$ cat src/hw/rtl/s2d_pkg.sv
package s2d_pkg;

  // widths of the result fields
  localparam int unsigned CHAR_W  = 8;
  localparam int unsigned POS_W   = 4;
  localparam int unsigned DIGIT_W = 4;

  // ascii codes
  localparam logic [CHAR_W-1:0] MINUS_CHAR = 8'd45;
  localparam logic [CHAR_W-1:0] ZERO_CHAR  = 8'd48;

  // digits at or above this value get the add-3 correction before a shift
  localparam logic [DIGIT_W-1:0] DABBLE_MIN = 4'd5;
  localparam logic [DIGIT_W-1:0] DABBLE_ADD = 4'd3;
  localparam logic [DIGIT_W-1:0] DIGIT_MAX  = 4'd9;

  // sequencer states
  typedef enum logic [3:0] {
    ST_IDLE = 4'b0001,
    ST_CONV = 4'b0010,
    ST_SKIP = 4'b0100,
    ST_EMIT = 4'b1000
  } state_e;

endpackage

$ cat src/hw/rtl/s2d_if.sv
// integer request channel
interface s2d_value_if #(
  parameter int unsigned VALUE_BITS = 32
);
  logic                  valid;
  logic                  ready;
  logic [VALUE_BITS-1:0] value;

  modport source (output valid, output value, input ready);
  modport sink   (input valid, input value, output ready);
endinterface

// character request channel
interface s2d_char_if;
  logic                          valid;
  logic                          ready;
  logic [s2d_pkg::CHAR_W-1:0]    character;
  logic [s2d_pkg::POS_W-1:0]     position;
  logic                          last;

  modport source (output valid, output character, output position, output last, input ready);
  modport sink   (input valid, input character, input position, input last, output ready);
endinterface

$ cat src/hw/rtl/signed_int_to_decimal_ascii.sv
// Prints one two's complement integer of VALUE_BITS bits as decimal ASCII text, most
// significant digit first, one character per output request with its 1-based position
// (4 bits, wraps for texts longer than 15) and a last flag. Negative values get a leading
// '-', zero prints "0", and there are no leading zeros. One integer is handled at a time:
// after a request is taken, a bit-serial double-dabble converter shifts the magnitude
// into a BCD register, then the unused leading zero digit slots are dropped one at a
// time, then one character leaves per cycle through an output register while the sink
// keeps up. At VALUE_BITS = 32 there are ten digit slots. The next integer is taken in
// the cycle after the last character is registered.
module signed_int_to_decimal_ascii #(
  parameter int unsigned VALUE_BITS = 32
) (
  input  logic           clk_i,
  input  logic           rst_ni,
  s2d_value_if.sink      in_i,
  s2d_char_if.source     out_o
);

  localparam int unsigned NUM_DIGITS = (VALUE_BITS * 30103) / 100000 + 1;
  localparam int unsigned BCD_W      = NUM_DIGITS * s2d_pkg::DIGIT_W;
  localparam int unsigned CNT_W      = $clog2(VALUE_BITS);
  localparam int unsigned REM_W      = $clog2(NUM_DIGITS + 1);
  localparam int unsigned DW         = s2d_pkg::DIGIT_W;

  localparam logic [CNT_W-1:0] CNT_LAST = CNT_W'(VALUE_BITS - 1);
  localparam logic [REM_W-1:0] REM_FULL = REM_W'(NUM_DIGITS);
  localparam logic [REM_W-1:0] REM_ONE  = REM_W'(1);

  s2d_pkg::state_e state_q, state_d;

  logic [VALUE_BITS-1:0]     mag_q, mag_d;
  logic [BCD_W-1:0]          bcd_q, bcd_d;
  logic [CNT_W-1:0]          cnt_q, cnt_d;
  logic [REM_W-1:0]          rem_q, rem_d;
  logic                      sign_q, sign_d;
  logic [s2d_pkg::POS_W-1:0] pos_q, pos_d;

  logic                        ovalid_q, ovalid_d;
  logic [s2d_pkg::CHAR_W-1:0]  ochar_q, ochar_d;
  logic [s2d_pkg::POS_W-1:0]   opos_q, opos_d;
  logic                        olast_q, olast_d;

  logic                  in_fire;
  logic                  slot_free;
  logic [BCD_W-1:0]      bcd_adj;
  logic [DW-1:0]         top_digit;

  assign in_i.ready = (state_q == s2d_pkg::ST_IDLE);
  assign in_fire    = in_i.valid && in_i.ready;
  assign slot_free  = !ovalid_q || out_o.ready;
  assign top_digit  = bcd_q[BCD_W-1 -: DW];

  // add-3 correction on every bcd digit ahead of the shift
  always_comb begin
    logic [DW-1:0] d;
    bcd_adj = bcd_q;
    for (int i = 0; i < NUM_DIGITS; i++) begin
      d = bcd_q[i*DW +: DW];
      if (d >= s2d_pkg::DABBLE_MIN) begin
        bcd_adj[i*DW +: DW] = d + s2d_pkg::DABBLE_ADD;
      end
    end
  end

  // sequencer: load, convert, drop leading zeros, emit
  always_comb begin
    state_d  = state_q;
    mag_d    = mag_q;
    bcd_d    = bcd_q;
    cnt_d    = cnt_q;
    rem_d    = rem_q;
    sign_d   = sign_q;
    pos_d    = pos_q;
    ovalid_d = ovalid_q && !out_o.ready;
    ochar_d  = ochar_q;
    opos_d   = opos_q;
    olast_d  = olast_q;

    unique case (state_q)
      s2d_pkg::ST_IDLE: begin
        if (in_fire) begin
          sign_d  = in_i.value[VALUE_BITS-1];
          mag_d   = in_i.value[VALUE_BITS-1] ? (~in_i.value + VALUE_BITS'(1)) : in_i.value;
          bcd_d   = '0;
          cnt_d   = '0;
          rem_d   = REM_FULL;
          pos_d   = '0;
          state_d = s2d_pkg::ST_CONV;
        end
      end
      s2d_pkg::ST_CONV: begin
        bcd_d = {bcd_adj[BCD_W-2:0], mag_q[VALUE_BITS-1]};
        mag_d = {mag_q[VALUE_BITS-2:0], 1'b0};
        cnt_d = cnt_q + CNT_W'(1);
        if (cnt_q == CNT_LAST) begin
          state_d = s2d_pkg::ST_SKIP;
        end
      end
      s2d_pkg::ST_SKIP: begin
        if (top_digit == '0 && rem_q != REM_ONE) begin
          bcd_d = {bcd_q[BCD_W-DW-1:0], {DW{1'b0}}};
          rem_d = rem_q - REM_W'(1);
        end else begin
          state_d = s2d_pkg::ST_EMIT;
        end
      end
      s2d_pkg::ST_EMIT: begin
        if (slot_free) begin
          ovalid_d = 1'b1;
          pos_d    = pos_q + s2d_pkg::POS_W'(1);
          opos_d   = pos_q + s2d_pkg::POS_W'(1);
          if (sign_q) begin
            sign_d  = 1'b0;
            ochar_d = s2d_pkg::MINUS_CHAR;
            olast_d = 1'b0;
          end else begin
            ochar_d = s2d_pkg::ZERO_CHAR + s2d_pkg::CHAR_W'(top_digit);
            olast_d = (rem_q == REM_ONE);
            bcd_d   = {bcd_q[BCD_W-DW-1:0], {DW{1'b0}}};
            rem_d   = rem_q - REM_W'(1);
            if (rem_q == REM_ONE) begin
              state_d = s2d_pkg::ST_IDLE;
            end
          end
        end
      end
      default: begin
        state_d = s2d_pkg::ST_IDLE;
      end
    endcase
  end

  // control registers
  always_ff @(posedge clk_i or negedge rst_ni) begin
    if (!rst_ni) begin
      state_q  <= s2d_pkg::ST_IDLE;
      ovalid_q <= 1'b0;
      cnt_q    <= '0;
      rem_q    <= '0;
      sign_q   <= 1'b0;
      pos_q    <= '0;
    end else begin
      state_q  <= state_d;
      ovalid_q <= ovalid_d;
      cnt_q    <= cnt_d;
      rem_q    <= rem_d;
      sign_q   <= sign_d;
      pos_q    <= pos_d;
    end
  end

  // datapath and output payload
  always_ff @(posedge clk_i) begin
    mag_q   <= mag_d;
    bcd_q   <= bcd_d;
    ochar_q <= ochar_d;
    opos_q  <= opos_d;
    olast_q <= olast_d;
  end

  assign out_o.valid     = ovalid_q;
  assign out_o.character = ochar_q;
  assign out_o.position  = opos_q;
  assign out_o.last      = olast_q;

  // a taken request always starts a conversion
  a_load_conv: assert property (@(posedge clk_i) disable iff (!rst_ni)
    in_fire |=> state_q == s2d_pkg::ST_CONV)
    else $error("request did not start a conversion");

  // conversion moves on to the skip state after its last shift
  a_conv_len: assert property (@(posedge clk_i) disable iff (!rst_ni)
    (state_q == s2d_pkg::ST_CONV && cnt_q == CNT_LAST) |=> state_q == s2d_pkg::ST_SKIP)
    else $error("conversion length wrong");

  // digit slots never run out before the last character
  a_rem_live: assert property (@(posedge clk_i) disable iff (!rst_ni)
    (state_q == s2d_pkg::ST_SKIP || state_q == s2d_pkg::ST_EMIT) |-> rem_q != '0)
    else $error("digit count underflow");

  // converted digits are valid decimal
  a_bcd_ok: assert property (@(posedge clk_i) disable iff (!rst_ni)
    (state_q == s2d_pkg::ST_SKIP || state_q == s2d_pkg::ST_EMIT) |->
      top_digit <= s2d_pkg::DIGIT_MAX)
    else $error("bcd digit out of range");

  // a minus sign is first and never last
  a_minus_first: assert property (@(posedge clk_i) disable iff (!rst_ni)
    (ovalid_q && ochar_q == s2d_pkg::MINUS_CHAR) |->
      (opos_q == s2d_pkg::POS_W'(1) && !olast_q))
    else $error("minus sign misplaced");

endmodule

$ cat src/flat_wrapper.sv
// flat-port wrapper written by rule: the top's interface ports become plain ports
module signed_int_to_decimal_ascii_flat 
#(
  parameter int unsigned VALUE_BITS = 32
)
  (clk_i, rst_ni, in_i_valid, in_i_value, in_i_ready, out_o_valid, out_o_character, out_o_position, out_o_last, out_o_ready);
  s2d_value_if #(.VALUE_BITS(VALUE_BITS)) in_i_i ();
  s2d_char_if out_o_i ();
  input  logic clk_i;
  input  logic rst_ni;
  input wire logic [$bits(in_i_i.valid)-1:0] in_i_valid;
  input wire logic [$bits(in_i_i.value)-1:0] in_i_value;
  output wire logic [$bits(in_i_i.ready)-1:0] in_i_ready;
  output wire logic [$bits(out_o_i.valid)-1:0] out_o_valid;
  output wire logic [$bits(out_o_i.character)-1:0] out_o_character;
  output wire logic [$bits(out_o_i.position)-1:0] out_o_position;
  output wire logic [$bits(out_o_i.last)-1:0] out_o_last;
  input wire logic [$bits(out_o_i.ready)-1:0] out_o_ready;
  assign in_i_i.valid = in_i_valid;
  assign in_i_i.value = in_i_value;
  assign in_i_ready = in_i_i.ready;
  assign out_o_valid = out_o_i.valid;
  assign out_o_character = out_o_i.character;
  assign out_o_position = out_o_i.position;
  assign out_o_last = out_o_i.last;
  assign out_o_i.ready = out_o_ready;
  signed_int_to_decimal_ascii #(.VALUE_BITS(VALUE_BITS)) u_core (.clk_i(clk_i), .rst_ni(rst_ni), .in_i(in_i_i), .out_o(out_o_i));
endmodule
$ cat config.mk
export PLATFORM = sky130hd
export DESIGN_NAME = signed_int_to_decimal_ascii_flat
export DESIGN_NICKNAME = d
export VERILOG_FILES = /design/src/hw/rtl/s2d_pkg.sv /design/src/hw/rtl/s2d_if.sv /design/src/hw/rtl/signed_int_to_decimal_ascii.sv /design/src/flat_wrapper.sv
export SDC_FILE = /design/constraint.sdc
export NUM_CORES = 1
export LEC_CHECK = 0
export ABC_AREA = 1
export ABC_CLOCK_PERIOD_IN_PS = 2300
export BUFFER_PORTS_ARGS = -buffer_cell sky130_fd_sc_hd__buf_2
export CAP_MARGIN = 25
export CORE_UTILIZATION = 55
export CTS_CLUSTER_SIZE = 30
export DETAILED_ROUTE_END_ITERATION = 16
export GPL_ROUTABILITY_DRIVEN = 0
export PLACE_DENSITY = 0.77
export SLEW_MARGIN = 20
export SYNTH_ARGS = -nofsm -noshare
export SYNTH_HDL_FRONTEND = slang
export SYNTH_SLANG_ARGS = --single-unit
$ cat constraint.sdc
create_clock -name clk_i -period 2.3 [get_ports clk_i]
set_clock_uncertainty 0.2 [all_clocks]
set_input_delay 0.23 -clock clk_i [delete_from_list [all_inputs] [get_ports clk_i]]
set_output_delay 0.23 -clock clk_i [all_outputs]
set_load 0.02 [all_outputs]
---- Word-level counts from Yosys, hierarchy flattened ----
Cells that the tools add are included.
operators by class
  reduce and logical (&&, ||, !) cells .... 17
  add/sub/neg operators ................... 15
  bitwise gates (word level) .............. 1
  equality and inequality tests ........... 14
  multiplexer cells ....................... 40
  $lt $le $gt $ge ......................... 10
operator list
  operator                                                                 count
  40-bit two-way mux                                                       4
  40-bit one-hot mux with 4 select lines                                   1
  4-bit two-way mux                                                        21
  32-bit two-way mux                                                       2
  32-bit one-hot mux with 2 select lines                                   1
  4-bit by 3-bit >= comparator with 1-bit output, second input constant    10
  4-bit by 2-bit adder with 4-bit output, second input constant            9
  32-bit by 1-bit adder with 32-bit output, second input constant          1
  32-bit NOT                                                               1
  4-bit one-hot mux with 4 select lines                                    1
  4-bit one-hot mux with 3 select lines                                    1
  5-bit one-hot mux with 2 select lines                                    1
  5-bit AND reduction                                                      2
  4-bit by 1-bit equality test with 1-bit output, second input constant    2
  2-bit by 1-bit inequality test with 1-bit output, second input constant  4
  4-bit one-hot mux with 2 select lines                                    1
  6-bit by 4-bit adder with 7-bit output, first input constant             1
  2-bit inequality test, second input constant                             3
  6-bit AND reduction                                                      1
  5-bit by 1-bit adder with 5-bit output, second input constant            1
  5-bit equality test, second input constant                               1
  5-bit two-way mux                                                        1
  4-bit by 1-bit adder with 4-bit output, second input constant            1
  4-bit by 2-bit equality test with 1-bit output, second input constant    1
  other kinds (17)                                                         25
storage, ports and cells
  bits of input ports ..................... 36
  bits in registers ....................... 104
  output and inout port bits .............. 15
  logic and storage cells ................. 108

---- Depth between registers and ports, before layout ----
Gate-level depths: netlist of the first run.
  depth after elaboration ................. 5
  gate-level depth with buffers ........... 11
  gate-level depth less buffers ........... 10

---- Worst setup path before layout of the first run ----
No wires, ideal clock.
  path type ............................... flip-flop to flip-flop
  start point ............................. reg u_core.rem_q[0]
  end point ............................... reg u_core.bcd_q[0], enable pin
  cell stages (with the launch flop) ...... 6
  data required time ...................... 1.705 ns
  path buffers ............................ 0
  path slack .............................. -0.183 ns
  setup time .............................. 0.395 ns
  arrival ................................. 1.888 ns
  period minus slack after synthesis ...... 2.483 ns
  cells stage by stage .................... dfrtp_1 > ha_1 > nand3_1 > nand3_1 > a22oi_2 > o211a_1
between the ends
  cells in the longest elaborated chain, start to end .. 4
ends and longest elaborated chain
  what                                                               line                                text
  from (decl)                                                        signed_int_to_decimal_ascii.sv:34   logic [REM_W-1:0] rem_q, rem_d;
  from (signal assigned)                                             signed_int_to_decimal_ascii.sv:146  rem_q <= rem_d;
  4-bit by 1-bit inequality test with 1-bit output                   signed_int_to_decimal_ascii.sv:100  if (top_digit == '0 && rem_q != REM_ONE) begin
  1-bit logical AND                                                  signed_int_to_decimal_ascii.sv:100
  2-bit by 1-bit inequality test with 1-bit output (no source line)  -
  5-bit AND reduction (no source line)                               -
  to (signal assigned)                                               signed_int_to_decimal_ascii.sv:155  bcd_q <= bcd_d;
  to (decl)                                                          signed_int_to_decimal_ascii.sv:32   logic [BCD_W-1:0] bcd_q, bcd_d;
No other way between the ends.
A chain may end at the register's enable or synchronous reset.

---- Worst setup path in the final report of the first run ----
  start point ............................. reg u_core.bcd_q[36]
  end point ............................... reg u_core.bcd_q[13], enable pin
between the ends
  cells in the longest elaborated chain, start to end .. 4
ends and longest elaborated chain
  what                                                               line
  4-bit logical NOT                                                  signed_int_to_decimal_ascii.sv:100
  1-bit logical AND                                                  signed_int_to_decimal_ascii.sv:100
  2-bit by 1-bit inequality test with 1-bit output (no source line)  -
  5-bit AND reduction (no source line)                               -
No other way between the ends.

==> results of run 1 <==
## worst max-delay path: cells and delay by family (launching register included)
family                   cells  cell delay [ns]
adder cells (fa/ha/maj)      1             0.19
AO/OA/AOI/OAI                2             0.47
AND/OR/NAND/NOR              1             0.11
flip-flops                   1             0.43
buffers and inverters        2             0.36
## metal layers
metal  track usage  vias to the layer above
li1              -                     2594
met1         0.296                     2388
met2         0.395                      166
met3        0.0460                       17
met4         0.100                        0
met5             0                        -
## cell type report
cell class | instances | area, sq um
fillers | 883 | 4020
flip-flops and latches | 101 | 2940
multi-input cells | 523 | 2790
repair buffers | 60 | 378
inverters | 100 | 375
clock buffers | 12 | 278
well taps | 140 | 175
clock inverters | 4 | 26.3
## synthesized netlist by cell type, types with 5 or more instances
| cell type | n | area share |
|---|---|---|
| nand2_1 | 154 | 0.092 |
| inv_1 | 96 | 0.057 |
| nor2_1 | 83 | 0.050 |
| edfxtp_1 | 82 | 0.39 |
| o21ai_0 | 69 | 0.055 |
| nand3_1 | 57 | 0.045 |
| a21oi_1 | 31 | 0.025 |
| ha_1 | 27 | 0.054 |
| o21ai_1 | 20 | 0.016 |
| dfrtp_1 | 18 | 0.072 |
| xor2_1 | 17 | 0.024 |
| buf_4 | 12 | 0.014 |
| nand4_1 | 10 | 0.010 |
| o22ai_2 | 9 | 0.018 |
| nor2_2 | 7 | 0.0070 |
| o32ai_1 | 7 | 0.0098 |
| buf_2 | 6 | 0.0048 |
| nor3_1 | 5 | 0.0040 |
## sequential cells by signal, indices dropped and copies added, names as in the netlist
register,flops
u_core.bcd_q,40
u_core.cnt_q,5
u_core.mag_q,32
u_core.out_o.character,5
u_core.out_o.last,1
u_core.out_o.position,4
u_core.out_o.valid,1
u_core.pos_q,4
u_core.rem_q,4
u_core.sign_q,1
u_core.state_q,4
## stage by stage
stage | cell area (sq um) | hold slack, ns | std cells | worst slack [ns] | total power (W)
3_5_place_dp | 6630 | 0.000221 | 921 | 0.225 | 0.00721
5_1_grt | 6960 | 0.0536 | 940 | 0.0676 | 0.00938
6_report | 6960 | 0.0201 | 940 | 0.207 | 0.00876
3_3_place_gp | 6630 | -0.00928 | 921 | 0.287 | 0.00697
2_1_floorplan | 6290 | -0.266 | 748 | 0.0465 | 0.00618
4_1_cts | 6960 | 0.0102 | 940 | 0.204 | 0.00878
## how the worst min path moves through the flow
stage	startpoint	to	slack, ns	depth (start not counted)
CTS	in_i_value[8]	u_core.mag_q[8]	0.01	3
finish	in_i_value[8]	u_core.mag_q[8]	0.02	3
detailed placement	rst_ni	u_core.rem_q[3]	0.0002	1
global route	in_i_value[8]	u_core.mag_q[8]	0.05	3
global placement	rst_ni	u_core.rem_q[3]	-0.009	1
floorplan	rst_ni	u_core.cnt_q[0]	-0.27	0
## placed cells by master, fill, tap and decap left out, types with 3 or more instances in the layout
cell           instances
dfrtp_1               18
conb_1                 3
buf_4                  7
nand2_2                5
o21ai_1               20
nor2_2                 7
inv_2                  4
a21oi_1               31
buf_2                 47
nand3b_1               3
nor3_1                 5
o21ai_2                4
xor2_1                17
nor2_1                83
o21ai_0               69
buf_12                 3
nand2_1              153
dlygate4sd3_1          3
inv_1                 96
nand4_1               10
o22ai_2                9
nand3_1               57
clkbuf_16             10
o32ai_1                7
edfxtp_1              82
ha_1                  27
## report_power, final
part	total [W]	internal [W]	switching [W]
registers	0.00363	0.00316	0.000467
logic	0.00358	0.00115	0.00243
clock network	0.00155	0.000861	0.000688
total	0.00876	0.00517	0.00358
## cells by family after synthesis
| family | after synthesis | share of synthesized area |
|---|---|---|
| AO/OA/AOI/OAI | 149 | 0.142 |
| XOR/XNOR | 18 | 0.0251 |
| adder cells (fa/ha/maj) | 27 | 0.0538 |
| buffers and inverters | 124 | 0.0890 |
| flip-flops | 101 | 0.468 |
| other | 2 | 0.00120 |
| AND/OR/NAND/NOR | 326 | 0.221 |
## timing repair
item                                   in CTS  in global routing
hold buffers                                3                  0
endpoints found under the hold margin      21                  0
resized for setup                           0                  0
==> flow_metrics.env, run 1 <==
export IMPL_antenna_left=0
export IMPL_slowest_delay_ns=0.43
export IMPL_start_util=0.572
export IMPL_cts_made_buffers=9
export IMPL_vias=5165
export IMPL_rr_startpoint="u_core.bcd_q[36]"
export IMPL_worst_skew_pair_late_latency_ns=0.35
export IMPL_grt_util_all_layers=0.236
export IMPL_setup_tns_ns=0
export IMPL_grt_max_degree=62
export IMPL_dpl_hpwl_mm=9.31
export IMPL_hold_violations=0
export IMPL_num_rows=38
export IMPL_area_growth_synth_to_final_pct=10.8
export IMPL_drc=0
export IMPL_setup_viol=0
export IMPL_wirelength_met1_mm=5.87
export IMPL_top_layer="met4"
export IMPL_p_leak_nw=3.12
export IMPL_vias_per_cell=5.49
export IMPL_synth_cells=747
export IMPL_synth_area_sq_um=6280
export IMPL_start_kind="flop"
export IMPL_drtIter0Drc=386
export IMPL_ir_worst_vdd_v=0.000773
export IMPL_dr_wl_met3_microns=617
export IMPL_num_io_pins=51
export IMPL_cts_sinks=101
export IMPL_io_buffers=47
export IMPL_num_antenna_cells=0
export IMPL_status="finished clean"
export IMPL_ff2ff_path_depth=6
export IMPL_overflow=0
export IMPL_die_x_microns=109
export IMPL_first_global_vias=5071
export IMPL_drive_gt1_frac=0.136
export IMPL_slew_viol_final=0
export IMPL_finalCritPeriodShare=0.910
export IMPL_synthArstFlopShare=0.188
export IMPL_critical_path_startpoint="u_core.bcd_q[36]"
export IMPL_firstDrtPassIters=6
export IMPL_endpoint="u_core.bcd_q[13]"
export IMPL_ctsHtreeMaxLevel=3
export IMPL_critPathArrivalTime_ns=1.93
export IMPL_syn_avg_cell_area_sq_um=8.41
export IMPL_nets=858
export IMPL_die_y_microns=109
export IMPL_antenna_found_initial=0
export IMPL_clk_pin_slew_ns=0.07
export IMPL_cellPowerDensity_nw_per_um2=1260
export IMPL_cts_setup_buffers=0
export IMPL_cts_tree="done"
export IMPL_post_drt_wl_per_cell_microns=13.9
export IMPL_fmax_mhz=478
export IMPL_synth_seq_cells=101
export IMPL_coreArea_sq_um=11000
export IMPL_synth_edf_count=82
export IMPL_ys_warnings_count=0
export IMPL_cts_root_buf="clkbuf_16"
export IMPL_critical_path_class="flop to flop"
export IMPL_worst_r2r_endpoint="u_core.bcd_q[13]"
export IMPL_fin_crit_ns=2.09
export IMPL_ff2ff_setup_slack_ns=0.21
export IMPL_endpoint_kind="flop"
export IMPL_maxCapViolations=0
export IMPL_rsz0062_at_grt="false"
export IMPL_grt_pass1_wl_mm=21.9
export IMPL_fin_util=0.634
export IMPL_synth_ff_type="edfxtp_1"
export IMPL_synthDistinctLibCells=38
export IMPL_met2RoutedLength_mm=6.35
export IMPL_critical_path_required_ns=2.14
export IMPL_synth_seq_area_share=0.468
export IMPL_cp_slowest_cell="edfxtp_1"
export IMPL_hp_class="input pin to flop"
export IMPL_critical_path_max_fanout=40
export IMPL_totalWireLength_mm=13.1
export IMPL_path_cells="inv_1 > ha_1 > nand3_1 > a22oi_2 > o211a_2 > buf_12"
export IMPL_die_area_sq_um=11900
export IMPL_clockBufferDepth=2
Note: power is estimated with default switching activity, not from simulation.
==> run 2: changes to the inputs <==
- PLACE_DENSITY: 0.77 -> 0.8
- SETUP_SLACK_MARGIN: unset -> 0.15
==> flow_metrics.env, run 2 (synthesized netlist as in run 1, its figures left out) <==
export IMPL_die_area_sq_um=11900
export IMPL_setup_viol=0
export IMPL_die_x_microns=109
export IMPL_num_rows=38
export IMPL_clockBufferDepth=2
export IMPL_reg_largest_list="u_core.bcd_q x40, u_core.mag_q x32"
export IMPL_firstDrtPassIters=5
export IMPL_status="finished clean"
export IMPL_fillCellCount=888
export IMPL_worst_skew_pair_late_latency_ns=0.36
export IMPL_finalCritPeriodShare=0.889
export IMPL_totalPowerFinal_w=0.00898
export IMPL_num_antenna_cells=0
export IMPL_num_io_pins=51
export IMPL_cts_made_buffers=9
export IMPL_grt_pass1_wl_mm=22.8
export IMPL_grt_util_all_layers=0.246
export IMPL_slowest_delay_ns=0.41
export IMPL_clk_pin_slew_ns=0.07
export IMPL_pwr_share_clk=0.170
export IMPL_cp_slowest_cell="dfrtp_1"
export IMPL_cts_root_buf="clkbuf_16"
export IMPL_switching_share=0.413
export IMPL_endpoint_kind="flop"
export IMPL_antenna_left=0
export IMPL_drtIter0Drc=396
export IMPL_start_kind="flop"
export IMPL_area_growth_synth_to_final_pct=11.6
export IMPL_vias_per_cell=5.62
export IMPL_nets=859
export IMPL_fmax_mhz=489
export IMPL_die_y_microns=109
export IMPL_drc=0
export IMPL_placed_cell_area_sq_um=6640
export IMPL_path_cells="ha_1 > nand3_1 > nand3_1 > a22oi_2 > o211a_4 > clkbuf_16"
export IMPL_io_buffers=47
export IMPL_cts_sinks=101
export IMPL_p_int_w=0.00527
export IMPL_vias=5288
export IMPL_overflow=0
export IMPL_finish_instance_area_sq_um=7010
export IMPL_totalWireLength_mm=13.7
export IMPL_critical_path_required_ns=2.16
export IMPL_critical_path_class="flop to flop"
export IMPL_critical_path_max_fanout=20
export IMPL_maxCapViolations=0
export IMPL_drive_gt1_frac=0.137
export IMPL_p_comb_frac=0.423
export IMPL_setup_tns_ns=0
export IMPL_ctsHtreeMaxLevel=3
export IMPL_critPathArrivalTime_ns=1.91
export IMPL_dpl_hpwl_mm=9.51
export IMPL_post_drt_wl_per_cell_microns=14.6
export IMPL_antenna_found_initial=0
export IMPL_cellPowerDensity_nw_per_um2=1280
export IMPL_hp_class="input pin to flop"
export IMPL_fin_crit_ns=2.04
export IMPL_cts_tree="done"
export IMPL_largest_register_ffs=40
export IMPL_grt_max_degree=55
export IMPL_p_switching_w=0.00370
export IMPL_seqPwrFrac=0.407
export IMPL_p_leak_nw=3.13
export IMPL_ir_worst_vdd_v=0.000668
export IMPL_layout_commonest_cell="nand2_1"
export IMPL_worst_path_most_repeated_cell="nand3_1"
export IMPL_rsz0062_at_grt="false"
export IMPL_coreArea_sq_um=11000
export IMPL_final_cell_mix="nand2_1, inv_1, nor2_1"
export IMPL_start_util=0.572
export IMPL_first_global_vias=5302
export IMPL_hold_violations=0
export IMPL_top_register="u_core.bcd_q"
export IMPL_slew_viol_final=0
[run 2: layer usage]
metal,up-vias,track usage,share of wire
li1,2599,-,-
met1,2462,0.293,0.43
met2,196,0.429,0.50
met3,31,0.0532,0.058
met4,0,0.105,0.021
met5,-,0,0
[run 2: worst paths after layout]
path,start,to,slack (ns),depth (start not counted)
max,u_core.rem_q[0],u_core.bcd_q[38],0.26,6
max in group asynchronous,rst_ni,u_core.state_q[0],1.43,2
min in group asynchronous,rst_ni,u_core.state_q[2],0.14,2
max reg2reg,u_core.rem_q[0],u_core.bcd_q[38],0.26,6
min,in_i_value[8],u_core.mag_q[8],0.05,3
min reg2reg,u_core.rem_q[1],u_core.rem_q[1],0.31,2
[run 2: power by group through the flow]
stage                     Combinational [W]  Sequential [W]  Clock (W)
after detailed placement            0.00360         0.00366          0
after global routing                0.00425         0.00373    0.00162
after global placement              0.00338         0.00361          0
after CTS                           0.00364         0.00364    0.00156
final                               0.00380         0.00365    0.00152
after floorplan                     0.00265         0.00355          0
[run 2: layout make-up]
type                    count  area, sq um  area share
clock inverters             6         51.3     0.00732
clock buffers              10          250      0.0357
inverters                 100          375      0.0535
repair buffers             61          423      0.0603
flip-flops and latches    101         2940       0.419
well taps                 140          175      0.0250
multi-input cells         523         2800       0.399
[run 2: repair_timing]
action | in CTS | in global routing
gates resized for setup | 0 | 1
buffers inserted | 0 | 1
hold endpoints to repair | 21 | 0
endpoints found under the setup margin | 0 | 40
hold buffers | 3 | 0
[run 2: per-stage QoR]
step	worst slack [ns]	hold slack, ns	utilization	instances
3_5_place_dp	0.241	-0.00211	0.605	920
2_1_floorplan	0.250	-0.266	-	748
6_report	0.255	0.0535	0.638	941
3_3_place_gp	0.306	-0.0168	0.605	920
4_1_cts	0.226	0.0429	0.635	939
5_1_grt	0.155	0.0533	0.638	941
[run 2: critical path: cells and delay by family (launching register included)]
family                   cells  cell delay (ns)
AND/OR/NAND/NOR              2             0.26
buffers and inverters        1             0.20
adder cells (fa/ha/maj)      1             0.20
flip-flops                   1             0.41
AO/OA/AOI/OAI                2             0.48
